## src/rtl/som_pkg.sv

```systemverilog
// Shared types and constants for the substring occurrence matcher.
package som_pkg;

   localparam int CHAR_BITS        = 8;
   localparam int MATCH_START_BITS = 32;

   typedef enum logic {
      KIND_PATTERN = 1'b0,
      KIND_TEXT    = 1'b1
   } item_kind_type;

   typedef struct packed {
      logic                        valid;
      logic [MATCH_START_BITS-1:0] start;
   } match_result_type;

endpackage

```

## src/rtl/som_match_core.sv

```systemverilog
// Pattern cells, partial-match vector and text position tracking.
module som_match_core #(
   parameter int PAT_MAX  = 64,
   parameter int POS_BITS = 32
) (
   input  logic                          clock,
   input  logic                          reset,
   input  logic                          accept,
   input  som_pkg::item_kind_type        kind,
   input  logic [som_pkg::CHAR_BITS-1:0] char_code,
   input  logic                          start_new,
   output som_pkg::match_result_type     result
);
   import som_pkg::*;

   localparam int LEN_BITS  = $clog2(PAT_MAX + 1);
   localparam int IDX_BITS  = (PAT_MAX > 1) ? $clog2(PAT_MAX) : 1;
   localparam int DIFF_BITS = (POS_BITS > LEN_BITS) ? POS_BITS : LEN_BITS;

   logic [CHAR_BITS-1:0] pat_ff [PAT_MAX];
   logic [LEN_BITS-1:0]  len_ff, len_in;
   logic                 ovf_ff, ovf_in;
   logic [PAT_MAX-1:0]   part_ff, part_in;
   logic [POS_BITS-1:0]  pos_ff, pos_in;

   logic [LEN_BITS-1:0]  len_base;
   logic                 ovf_base;
   logic                 pat_write;
   logic [PAT_MAX-1:0]   part_prev;
   logic [PAT_MAX-1:0]   part_new;
   logic [POS_BITS-1:0]  here;
   logic [LEN_BITS-1:0]  len_m1;
   logic [DIFF_BITS-1:0] start_diff;
   logic [POS_BITS-1:0]  start_pos;
   logic                 hit;

   assign len_base  = start_new ? '0 : len_ff;
   assign ovf_base  = start_new ? 1'b0 : ovf_ff;
   assign pat_write = accept && (kind == KIND_PATTERN)
                      && (len_base < LEN_BITS'(PAT_MAX));

   assign part_prev = start_new ? '0 : part_ff;
   assign here      = start_new ? '0 : pos_ff;

   // bit j: the last j+1 text bytes equal the first j+1 pattern bytes
   always_comb begin
      for (int j = 0; j < PAT_MAX; j++) begin
         if (j == 0) begin
            part_new[j] = (char_code == pat_ff[j]);
         end else begin
            part_new[j] = part_prev[j-1] && (char_code == pat_ff[j]);
         end
      end
   end

   assign len_m1     = len_ff - LEN_BITS'(1);
   assign hit        = !ovf_ff && (len_ff != '0) && part_new[len_m1[IDX_BITS-1:0]];
   assign start_diff = DIFF_BITS'(here) - DIFF_BITS'(len_ff) + DIFF_BITS'(1);
   assign start_pos  = start_diff[POS_BITS-1:0];

   always_comb begin
      len_in  = len_ff;
      ovf_in  = ovf_ff;
      part_in = part_ff;
      pos_in  = pos_ff;
      result.valid = 1'b0;
      result.start = MATCH_START_BITS'(start_pos);
      if (accept) begin
         unique case (kind)
            KIND_PATTERN: begin
               part_in = '0;
               pos_in  = '0;
               if (len_base < LEN_BITS'(PAT_MAX)) begin
                  len_in = len_base + LEN_BITS'(1);
                  ovf_in = ovf_base;
               end else begin
                  len_in = len_base;
                  ovf_in = 1'b1;
               end
            end
            KIND_TEXT: begin
               part_in      = part_new;
               pos_in       = here + POS_BITS'(1);
               result.valid = hit;
            end
            default: begin
               part_in = part_ff;
            end
         endcase
      end
   end

   always_ff @(posedge clock) begin
      if (reset) begin
         len_ff  <= '0;
         ovf_ff  <= 1'b0;
         part_ff <= '0;
         pos_ff  <= '0;
      end else begin
         len_ff  <= len_in;
         ovf_ff  <= ovf_in;
         part_ff <= part_in;
         pos_ff  <= pos_in;
      end
   end

   always_ff @(posedge clock) begin
      if (pat_write) begin
         pat_ff[len_base[IDX_BITS-1:0]] <= char_code;
      end
   end

endmodule

```

## src/rtl/som_out_buffer.sv

```systemverilog
// Result register with a skid stage toward the response channel.
module som_out_buffer (
   input  logic                                 clock,
   input  logic                                 reset,
   input  som_pkg::match_result_type            result,
   input  logic                                 rsp_stall,
   output logic                                 rsp_valid,
   output logic [som_pkg::MATCH_START_BITS-1:0] rsp_match_start,
   output logic                                 full
);
   import som_pkg::*;

   logic                        out_valid_ff, out_valid_in;
   logic [MATCH_START_BITS-1:0] out_start_ff, out_start_in;
   logic                        skid_valid_ff, skid_valid_in;
   logic [MATCH_START_BITS-1:0] skid_start_ff, skid_start_in;
   logic                        out_free;

   assign out_free = !out_valid_ff || !rsp_stall;

   always_comb begin
      out_valid_in  = out_valid_ff;
      out_start_in  = out_start_ff;
      skid_valid_in = skid_valid_ff;
      skid_start_in = skid_start_ff;
      if (out_free) begin
         if (skid_valid_ff) begin
            out_valid_in  = 1'b1;
            out_start_in  = skid_start_ff;
            skid_valid_in = result.valid;
            skid_start_in = result.start;
         end else begin
            out_valid_in = result.valid;
            out_start_in = result.start;
         end
      end else if (result.valid) begin
         skid_valid_in = 1'b1;
         skid_start_in = result.start;
      end
   end

   always_ff @(posedge clock) begin
      if (reset) begin
         out_valid_ff  <= 1'b0;
         skid_valid_ff <= 1'b0;
      end else begin
         out_valid_ff  <= out_valid_in;
         skid_valid_ff <= skid_valid_in;
      end
   end

   always_ff @(posedge clock) begin
      out_start_ff  <= out_start_in;
      skid_start_ff <= skid_start_in;
   end

   assign rsp_valid       = out_valid_ff;
   assign rsp_match_start = out_start_ff;
   assign full            = skid_valid_ff;

endmodule

```

## src/rtl/substring_occurrence_matcher_top.sv

```systemverilog
// Top level of the substring occurrence matcher.
//
// Request words carry a pattern byte (req_type = 0) or a text byte
// (req_type = 1); req_start_new begins a new pattern or a new text.
// Pattern bytes load up to PAT_MAX bytes and restart the text. Each text
// byte updates a vector of parallel byte comparators, one per pattern
// cell; when the whole pattern ends on that byte, one response word gives
// the text index where the occurrence begins. Overlapping occurrences all
// appear, in order.
// Throughput: one request word per cycle while req_stall is low. Each
// response is registered in the result register, or first in the skid
// entry, before it drives rsp_valid.
// A result register plus one skid entry sit on the response side; while
// the receiver holds rsp_stall the block keeps taking words until the
// skid entry fills, then raises req_stall.
// Reset (synchronous) empties the pattern, the text and both result
// stages; pattern cell contents are kept but unused until rewritten.
module substring_occurrence_matcher_top #(
   parameter int PAT_MAX  = 64,
   parameter int POS_BITS = 32
) (
   input  logic                                 clock,
   input  logic                                 reset,
   input  logic                                 req_valid,
   output logic                                 req_stall,
   input  logic                                 req_type,
   input  logic [som_pkg::CHAR_BITS-1:0]        req_char_code,
   input  logic                                 req_start_new,
   output logic                                 rsp_valid,
   input  logic                                 rsp_stall,
   output logic [som_pkg::MATCH_START_BITS-1:0] rsp_match_start
);
   import som_pkg::*;

   logic             accept;
   logic             buf_full;
   item_kind_type    kind;
   match_result_type result;

   assign accept    = req_valid && !buf_full;
   assign req_stall = buf_full;
   assign kind      = item_kind_type'(req_type);

   som_match_core #(
      .PAT_MAX  (PAT_MAX),
      .POS_BITS (POS_BITS)
   ) u_core (
      .clock     (clock),
      .reset     (reset),
      .accept    (accept),
      .kind      (kind),
      .char_code (req_char_code),
      .start_new (req_start_new),
      .result    (result)
   );

   som_out_buffer u_out (
      .clock           (clock),
      .reset           (reset),
      .result          (result),
      .rsp_stall       (rsp_stall),
      .rsp_valid       (rsp_valid),
      .rsp_match_start (rsp_match_start),
      .full            (buf_full)
   );

   a_skid_behind_out: assert property (@(posedge clock) disable iff (reset)
      req_stall |-> rsp_valid)
      else $error("skid entry held while result register empty");

   a_pattern_no_result: assert property (@(posedge clock) disable iff (reset)
      (accept && kind == KIND_PATTERN && !rsp_valid) |=> !rsp_valid)
      else $error("pattern word produced a result");

   a_stall_cause: assert property (@(posedge clock) disable iff (reset)
      $rose(req_stall) |-> $past(rsp_valid && rsp_stall))
      else $error("request stall raised without a held result");

endmodule

```

## config.mk

```make
export PLATFORM = sky130hd
export DESIGN_NAME = substring_occurrence_matcher_top
export DESIGN_NICKNAME = d
export VERILOG_FILES = /design/src/rtl/som_pkg.sv /design/src/rtl/som_match_core.sv /design/src/rtl/som_out_buffer.sv /design/src/rtl/substring_occurrence_matcher_top.sv
export SDC_FILE = /design/constraint.sdc
export NUM_CORES = 1
export LEC_CHECK = 0
export BUFFER_PORTS_ARGS = -buffer_cell sky130_fd_sc_hd__buf_2
export CAP_MARGIN = 30
export CELL_PAD_IN_SITES_DETAIL_PLACEMENT = 1
export CELL_PAD_IN_SITES_GLOBAL_PLACEMENT = 2
export CORE_UTILIZATION = 45
export CTS_CLUSTER_SIZE = 25
export DETAILED_ROUTE_END_ITERATION = 7
export GPL_TIMING_DRIVEN = 0
export PLACE_DENSITY = 0.86
export SLEW_MARGIN = 20
export SYNTH_ARGS = -nofsm -noshare
export SYNTH_HDL_FRONTEND = slang
export SYNTH_SLANG_ARGS = --single-unit
```

## constraint.sdc

```tcl
create_clock -name clock -period 7.6 [get_ports clock]
set_input_delay 1.14 -clock clock [delete_from_list [all_inputs] [get_ports clock]]
set_output_delay 1.14 -clock clock [all_outputs]
set_load 0.03 [all_outputs]
```

# Word level (Yosys, flattened, before mapping)
# Memories as Yosys holds them, arrays and structs flattened.
# Cells that the tools add are included.
# op_classes
bitwise,1
n_addsub,5
muxes,22
reduce_logical,78
eq_ne,66
n_lt_le_gt_ge,2
# ops
op,count
== test 8 bit,64
2-to-1 mux 32 bit,5
one-hot mux 63 bit (2 select lines),1
logical AND 1 bit,68
"adder 32 x 1 -> 32 bit, second input constant",2
one-hot mux 32 bit (2 select lines),1
2-to-1 mux 63 bit,1
subtractor 32 x 7 -> 32 bit,1
2-to-1 mux 7 bit,2
2-to-1 mux 1 bit,11
"adder 7 x 1 -> 7 bit, second input constant",1
"< comparator 6 x 7 -> 1 bit, second input constant",1
"< comparator 7 bit, second input constant",1
nonzero test 7 bit,1
binary-select mux 1 bit (select 6 bit),1
"subtractor 6 x 1 -> 6 bit, second input constant",1
logical NOT 1 bit,4
AND reduction 2 bit,2
AND reduction 3 bit,1
"inequality test 2 x 1 -> 1 bit, second input constant",1
"inequality test 2 bit, second input constant",1
nonzero test 2 bit,1
logical OR 1 bit,1
inverter 1 bit,1
# word_totals
ff_bits,169
n_memories,1
input_bits,14
ram_bits,512
wordCells,183
# memory_table
name,depth,word_bits,read_ports,rd_clocked_by_memory_dff,write_ports,line,rtl
u_core.pat_ff,64,8,64,0,1,som_match_core.sv:20,logic [CHAR_BITS-1:0] pat_ff [PAT_MAX];

# Depth between registers and ports, before layout
# Gate-level depths: netlist (run 1).
# An unclocked memory read counts as a cell.
# depth
ltp_word,10
mapped_depth,22
mapped_depth_nobuf,16

# Cells and area by module
# A second synthesis (run 1) with hierarchy kept.
# hier_totals
hier_cells,2441
hier_area_um2,31766.7
# modules_own_cells
module,cells_per_inst,instances,area_per_inst_um2
som_match_core,2331,1,29221.8
som_out_buffer,109,1,2531.2
substring_occurrence_matcher_top,1,1,13.8

# Worst setup path before layout (run 1)
# OpenSTA, ideal clock, no wires.
# synth_timing
path_type,input port to flip-flop
from,input req_start_new
to,"register u_out.out_start_ff[31], in the netlist u_out.rsp_match_start[31], data pin"
stages,22
n_path_buf,6
slack_ns,1.681
arrival_time_ns,5.660
cell_sequence,buf_2 clkbuf_1 clkbuf_1 buf_1 buf_1 clkbuf_1 nand2b_1 ha_1 inv_1 ha_1 inv_1 fa_1 nor2b_1 o21bai_1 a2111o_1 a31oi_2 a41oi_2 a31oi_2 a211oi_1 nor4b_1 a211oi_2 mux2_2
# synth_lines
element,line,rtl
from (decl),substring_occurrence_matcher_top.sv:28,"input logic req_start_new,"
to (signal assigned),som_out_buffer.sv:53,out_start_ff <= out_start_in;
to (decl),som_out_buffer.sv:14,"logic [MATCH_START_BITS-1:0] out_start_ff, out_start_in;"

==> flow_summary_export.csv, run 1 <==
group,metric,value,unit
outcome,status,"completed",
layout,final_common_cell,"edfxtp_1",
pwr,ir_drop,0.0001558,V
layout,finish.instance_area,35950,um2
route,drt_iter0_drc,1965,
route,wl,94590,um
logic_synthesis,yosysTopAreaCellShare,0.5454,
clock_network,path_clk_slew,0.06,ns
global_route,grt_pass1_vias,22040,
pwr,p_clk_frac,0.448,
logic_synthesis,syn_inst,2404,
layout,layout_common_cells,"576 x edfxtp_1, 320 x xnor2_1, 223 x xor2_1",
clock_network,cts_setup_buffers,0,
sta,rsz0062_at_grt,"false",
sta,min_period_over_period,0.9217,
pwr,power_frac_seq,0.489,
pwr,p_comb_frac,0.063,
critical_path,cp_common_cell,"buf_2",
logic_synthesis,syn-num-nets,2483,
pwr,static-leakage-power,12.14,nW
route,viasPerCell,5.879,
global_route,gr-total-overflow,0,
critical_path,required,7.97,ns
floorplan,num_io_pins,48,
logic_synthesis,async_reset_ff_frac,0,
place,io_buffers,46,
global_route,grt_pass1_wl,139700,um
min_path,min_path_cells,2,
critical_path,path_buf_inv,8,
sta,drv_slew,0,
layout,fin_nets,2621,
global_route,antenna_found_initial,0,
clock_network,cts.sinks,681,
route,ant_nets,0,
pwr,p_sw_frac,0.2271,
critical_path,critical_path.max_stage_delay,0.62,ns
logic_synthesis,synth_top_family_by_area,"XOR/XNOR gates",
critical_path,end_kind,"flip-flop",
logic_synthesis,yosys.area_share.adder,0.02588,
floorplan,fp.dieW,267.5,um
sta,hold_ws,0.4645,ns
critical_path,critPathSlowestCell,"clkbuf_1",
layout,final_cells,3534,
clock_network,cts_root_buffer,"clkbuf_16",
clock_network,clockBufferDepth,3,
layout,antenna_cells,0,
logic_synthesis,synth_warnings,0,
layout,layout-drive-gt1-share,0.1122,
route,firstDrtPassIters,5,
sta,period_minus_slack,7.005,ns
layout,n_fill_cell,6986,
route,drc,0,
sta,setup_viol,0,
layout,area_growth,13.35,%
logic_synthesis,synth.cell_area,31710,um2
route,vias,20780,
min_path,min_path_type,"reg2reg",
logic_synthesis,synth-xor-area-share,0.1515,
logic_synthesis,synth_compound_area_frac,0.05657,
place,dp_hpwl,62720,um
critical_path,critPathArrivalTime,7.37,ns
place,gp_congestion,0.9166,
logic_synthesis,synth-simple-area-share,0.1055,
floorplan,start_util,0.4584,
global_route,grt_usage,0.2671,
critical_path,cp-start-kind,"primary input",
logic_synthesis,synth_seq_cells,681,
floorplan,core_area,69190,um2
logic_synthesis,synth_top_cell_by_area,"edfxtp_1",
critical_path,cp_max_fo,19,
layout,multi_input_area,11380,um2
critical_path,ff2ff_path_depth,15,
clock_network,clk_latency,0.63,ns
global_route,grt_start_max_net_pins,47,
critical_path,crit_path_cell_trace,"buf_2 -> buf_2 -> clkbuf_1 -> clkbuf_2 -> buf_2 -> clkbuf_1 -> nand2b_1 -> ha_1 -> inv_1 -> ha_1 -> inv_1 -> fa_1 -> nor2b_1 -> o21bai_1 -> a2111o_1 -> a31oi_2 -> a41oi_2 -> a31oi_2 -> a211oi_1 -> nor4b_1 -> a211oi_2 -> mux2_2",
logic_synthesis,yosysSeqAreaShare,0.6117,
critical_path,worst-path-stages,22,
sta,max-slew-margin-rel,0.2461,
job,drv_cap,0,
route,wl_per_cell,26.77,um
sta,tightest_slew,1.131,ns
logic_synthesis,ys_types,75,
logic_synthesis,synth_edf_count,576,
floorplan,num_rows,96,
logic_synthesis,muxShareOfSynthArea,0.01783,
layout,seq_area,19400,um2
logic_synthesis,synth_ff_type,"edfxtp_1",
place,placedInstanceArea,33470,um2
sta,finClkSkew,0.02132,ns
clock_network,cts_made_buffers,75,
critical_path,crit_family,"buffers and inverters",
clock_network,cts_htree_levels,3,
critical_path,criticalPathCategory,"in2reg",
pwr,internal-power,0.006411,W
logic_synthesis,yosys-top-cells-area,"edfxtp_1 55%, xnor2_1 8.8%, dfxtp_1 6.6%",
sta,max_freq,142.8,MHz
clock_network,tritoncts,"yes",
place,dp.cells,3397,
logic_synthesis,avgSynthCellArea,13.19,um2
floorplan,fp.dieH,267.5,um
pwr,power.switching,0.001884,W
pwr,cellPowerDensity,230.7,nW/um2
sta,hold_viol,0,
floorplan,die-area,71540,um2
[registers in the layout (all words and copies together), names as in the netlist]
register and cells:
u_core.pat_ff 512, u_out.rsp_valid 1, u_core.ovf_ff 1, u_out.rsp_match_start 32
u_out.skid_start_ff 32, u_out.full 1, u_core.pos_ff 32, u_core.part_ff 63
u_core.len_ff 7
[path summary, 6_finish.rpt]
| kind | start | end | slack, ns |
|---|---|---|---|
| max | req_start_new | u_out.rsp_match_start[31] | 0.60 |
| min | u_core.part_ff[30] | u_core.part_ff[30] | 0.46 |
| max reg2reg | u_core.len_ff[2] | u_out.rsp_match_start[31] | 2.92 |
| min reg2reg | u_core.part_ff[30] | u_core.part_ff[30] | 0.46 |
[per-layer routing]
metal,GRT usage,share of wire,vias up
met3,0.03724,0.063,218
met1,0.3442,0.41,10700
met2,0.4585,0.49,818
li1,-,-,9038
met5,0,0,-
met4,0.09637,0.035,0
[synth_stat cells, types with 5 or more instances]
library cell and count:
nor2b_1 18, xnor2_1 320, edfxtp_1 576, o21bai_1 6
nand4b_1 5, mux2_2 28, and2_1 5, a21o_1 16
clkbuf_1 62, mux2i_1 7, buf_4 18, nor4_1 50
or4_1 5, nor4b_1 30, a211oi_1 11, nor3_1 38
dfxtp_1 105, buf_1 6, and3_1 7, a22oi_1 61
nand3_1 52, inv_1 49, nand3b_1 24, a21oi_1 73
nor2_1 183, a31oi_1 13, nand2b_1 35, buf_6 25
mux4_2 8, buf_2 12, xor2_1 223, nand2_1 66
nand4_1 80, o21ai_0 46, ha_1 64, o31ai_1 5
nor3b_1 5
[what timing repair did]
| item | CTS | global route |
|---|---|---|
| endpoints found under the setup margin | 3 | 1 |
| hold buffers | 0 | 0 |
| gates resized for setup | 2 | 0 |
[worst register-to-register path, stage by stage (launching register included)]
cell      delay (ns)
dfxtp_1         0.38
buf_1           0.43
inv_1           0.26
ha_1            0.38
inv_1           0.06
fa_1            0.41
nor2b_1         0.18
o21bai_1        0.14
a2111o_1        0.48
a31oi_2         0.29
a41oi_2         0.20
a31oi_2         0.32
a211oi_1        0.15
nor4b_1         0.37
a211oi_2        0.08
mux2_2          0.27
[per-stage QoR]
stage	setup WS, ns	TNS (ns)	power [W]	util
finish	0.5952	0	0.008295	0.5196
global route	0.2932	0	0.008485	0.5196
CTS	0.1282	0	0.008337	0.5196
detailed placement	-0.8850	-6.697	0.004649	0.4837
global placement	-1.276	-47.12	0.004621	0.4786
floorplan	1.681	0	0.004426	-
[final cells by class]
type                       count  area share
sequential                   681      0.5396
multi-input combinational   1546      0.3165
clock buffer                 103     0.05802
tap                          931     0.03241
buffer                       126     0.02214
timing repair buffer          62     0.01507
clock inverter                35     0.01100
inverter                      50    0.005221
[logic make-up (layout without fill, tap and decap cells)]
group / Yosys count / after routing
adder cells (fa/ha/maj): 65 / 65
AO/OA/AOI/OAI: 270 / 270
flip-flops: 681 / 681
buffers and inverters: 177 / 376
multiplexers: 43 / 43
AND/OR/NAND/NOR: 622 / 622
XOR/XNOR: 546 / 546
[power by group through the flow]
stage / Sequential, W / Clock, W / Combinational (W)
2_1_floorplan: 0.00415 / 0 / 0.000281
3_3_place_gp: 0.00414 / 0 / 0.000484
3_5_place_dp: 0.00413 / 0 / 0.000516
4_1_cts: 0.00405 / 0.00376 / 0.000520
5_1_grt: 0.00405 / 0.00389 / 0.000546
6_report: 0.00405 / 0.00372 / 0.000522
(Power assumes the default switching activity.)
==> inputs of run 2 (changes only) <==
--- a/config.mk
+++ b/config.mk
@@ -9,11 +9,13 @@
 export CAP_MARGIN = 30
 export CELL_PAD_IN_SITES_DETAIL_PLACEMENT = 1
 export CELL_PAD_IN_SITES_GLOBAL_PLACEMENT = 2
-export CORE_UTILIZATION = 45
+export CORE_MARGIN = 2
+export CORE_UTILIZATION = 47
+export CTS_BUF_LIST = sky130_fd_sc_hd__clkbuf_4 sky130_fd_sc_hd__clkbuf_8
 export CTS_CLUSTER_SIZE = 25
 export DETAILED_ROUTE_END_ITERATION = 7
 export GPL_TIMING_DRIVEN = 0
-export PLACE_DENSITY = 0.86
+export PLACE_DENSITY = 0.89
 export SLEW_MARGIN = 20
 export SYNTH_ARGS = -nofsm -noshare
 export SYNTH_HDL_FRONTEND = slang
==> flow_summary_export.csv, run 2 (synthesis gave the netlist of run 1 again) <==
group,metric,value,unit
clock_network,path_clk_slew,0.06,ns
place,dp_hpwl,63030,um
place,io_buffers,46,
route,viasPerCell,5.918,
clock_network,clk_latency,0.77,ns
floorplan,start_util,0.4731,
clock_network,cts_root_buffer,"clkbuf_8",
sta,finClkSkew,0.05775,ns
route,drc,0,
route,firstDrtPassIters,5,
sta,rsz0062_at_grt,"false",
critical_path,critPathArrivalTime,7.72,ns
critical_path,cp-start-kind,"primary input",
clock_network,cts_hold_buf,0,
critical_path,r2r-start,"u_core.len_ff[1]",
job,drv_cap,0,
sta,tightest_slew,1.088,ns
layout,finish.instance_area,35800,um2
clock_network,clockBufferDepth,3,
layout,final_common_cell,"edfxtp_1",
floorplan,num_io_pins,48,
critical_path,reg2reg_slack,2.79,ns
global_route,antenna_found_initial,1,
place,placedInstanceArea,33410,um2
floorplan,core_area,67040,um2
sta,max-slew-margin-rel,0.2746,
sta,max_freq,137.9,MHz
layout,layout-drive-gt1-share,0.1450,
clock_network,tritoncts,"yes",
clock_network,cts_htree_levels,3,
global_route,grt_pass1_vias,22450,
pwr,ir_drop,0.0001381,V
sta,min_period_over_period,0.9541,
sta,drv_slew,0,
clock_network,cts.sinks,681,
clock_network,cts_made_buffers,110,
floorplan,die-area,69570,um2
place,gp_congestion,0.9165,
global_route,grt_start_max_net_pins,51,
critical_path,end_kind,"flip-flop",
clock_network,cts_setup_buffers,0,
critical_path,required,8.07,ns
pwr,cellPowerDensity,222.2,nW/um2
floorplan,fp.dieH,263.8,um
critical_path,criticalPathCategory,"in2reg",
layout,n_fill_cell,6733,
floorplan,num_rows,95,
critical_path,r2r-end,"u_out.skid_start_ff[30]",
critical_path,crit_end,"u_out.rsp_match_start[31]",
layout,layout_common_cells,"576 x edfxtp_1, 320 x xnor2_1, 223 x xor2_1",
route,wl_per_cell,26.90,um
global_route,gr-total-overflow,0,
layout,largest_reg_flops,512,
sta,setup_viol,0,
layout,seq_area,19400,um2
critical_path,worstSetupStartpoint,"req_start_new",
sta,period_minus_slack,7.251,ns
layout,area_growth,12.88,%
layout,multi_input_area,11380,um2
route,wl,95290,um
floorplan,fp.dieW,263.8,um
outcome,status,"completed",
route,drt_iter0_drc,1716,
min_path,min_path_type,"reg2reg",
layout,fin_nets,2656,
global_route,grt_pass1_wl,141400,um
pwr,static-leakage-power,12.22,nW
critical_path,ff2ff_path_depth,13,
route,vias,20970,
sta,hold_viol,0,
route,ant_nets,0,
layout,fin_util,0.5340,
critical_path,cp_max_fo,19,
clock_network,cts_resized,1,
global_route,grt_usage,0.2727,
==> run 2: cell type report <==
class / count / share of cell area
inverters: 50 / 0.005243
flip-flops and latches: 681 / 0.5419
well taps: 873 / 0.03051
multi-input cells: 1546 / 0.3180
clock buffers: 169 / 0.05833
clock inverters: 35 / 0.007480
plain buffers: 126 / 0.02219
diodes: 1 / 0.00006990
repair buffers: 62 / 0.01629
==> run 2: worst min path at each step <==
stage / slack [ns] / from / to / cells after the start
3_3_place_gp: 0.44 / u_core.part_ff[28] / u_core.part_ff[28] / 2
5_1_grt: 0.50 / u_core.pos_ff[18] / u_core.pos_ff[18] / 2
6_report: 0.46 / u_core.part_ff[28] / u_core.part_ff[28] / 2
3_5_place_dp: 0.44 / u_core.part_ff[59] / u_core.part_ff[59] / 2
2_1_floorplan: 0.43 / u_core.part_ff[28] / u_core.part_ff[28] / 2
4_1_cts: 0.45 / u_core.part_ff[28] / u_core.part_ff[28] / 2
==> run 2: critical path, cell delays in order <==
cell	delay (ns)
buf_2	0.11
buf_2	0.50
clkbuf_1	0.70
buf_2	0.48
buf_1	0.62
clkbuf_1	0.43
nand2b_1	0.21
ha_1	0.23
inv_1	0.05
ha_1	0.16
inv_1	0.06
fa_1	0.47
nor2b_1	0.17
o21bai_1	0.14
a2111o_1	0.49
a31oi_2	0.32
a41oi_2	0.21
a31oi_2	0.30
a211oi_1	0.15
nor4b_1	0.35
a211oi_2	0.07
mux2_2	0.27
==> run 2: per-stage QoR <==
step / setup slack (ns) / total power, W / cells / setup TNS (ns) / hold slack [ns]
2_1_floorplan: 1.681 / 0.004426 / 2404 / 0 / 0.4271
3_3_place_gp: -1.158 / 0.004623 / 3323 / -46.73 / 0.4364
3_5_place_dp: -1.044 / 0.004654 / 3336 / -10.27 / 0.4421
4_1_cts: 0.4396 / 0.007988 / 3539 / 0 / 0.4516
5_1_grt: 0.09908 / 0.008174 / 3542 / 0 / 0.5004
6_report: 0.3486 / 0.007955 / 3543 / 0 / 0.4560
==> run 2: where the power goes <==
group,internal [W],switching (W)
Clock,0.00183,0.00154
Combinational,0.000162,0.000367
Sequential,0.00405,0.00000364
Total,0.00604,0.00191
==> run 2: per-layer routing <==
| metal | vias to the layer above | GRT usage | wire [um] |
|---|---|---|---|
| li1 | 9110 | - | - |
| met1 | 10780 | 0.3392 | 37860 |
| met2 | 875 | 0.4744 | 47470 |
| met3 | 204 | 0.04717 | 6597 |
| met4 | 0 | 0.1060 | 3368 |
| met5 | - | 0 | 0 |
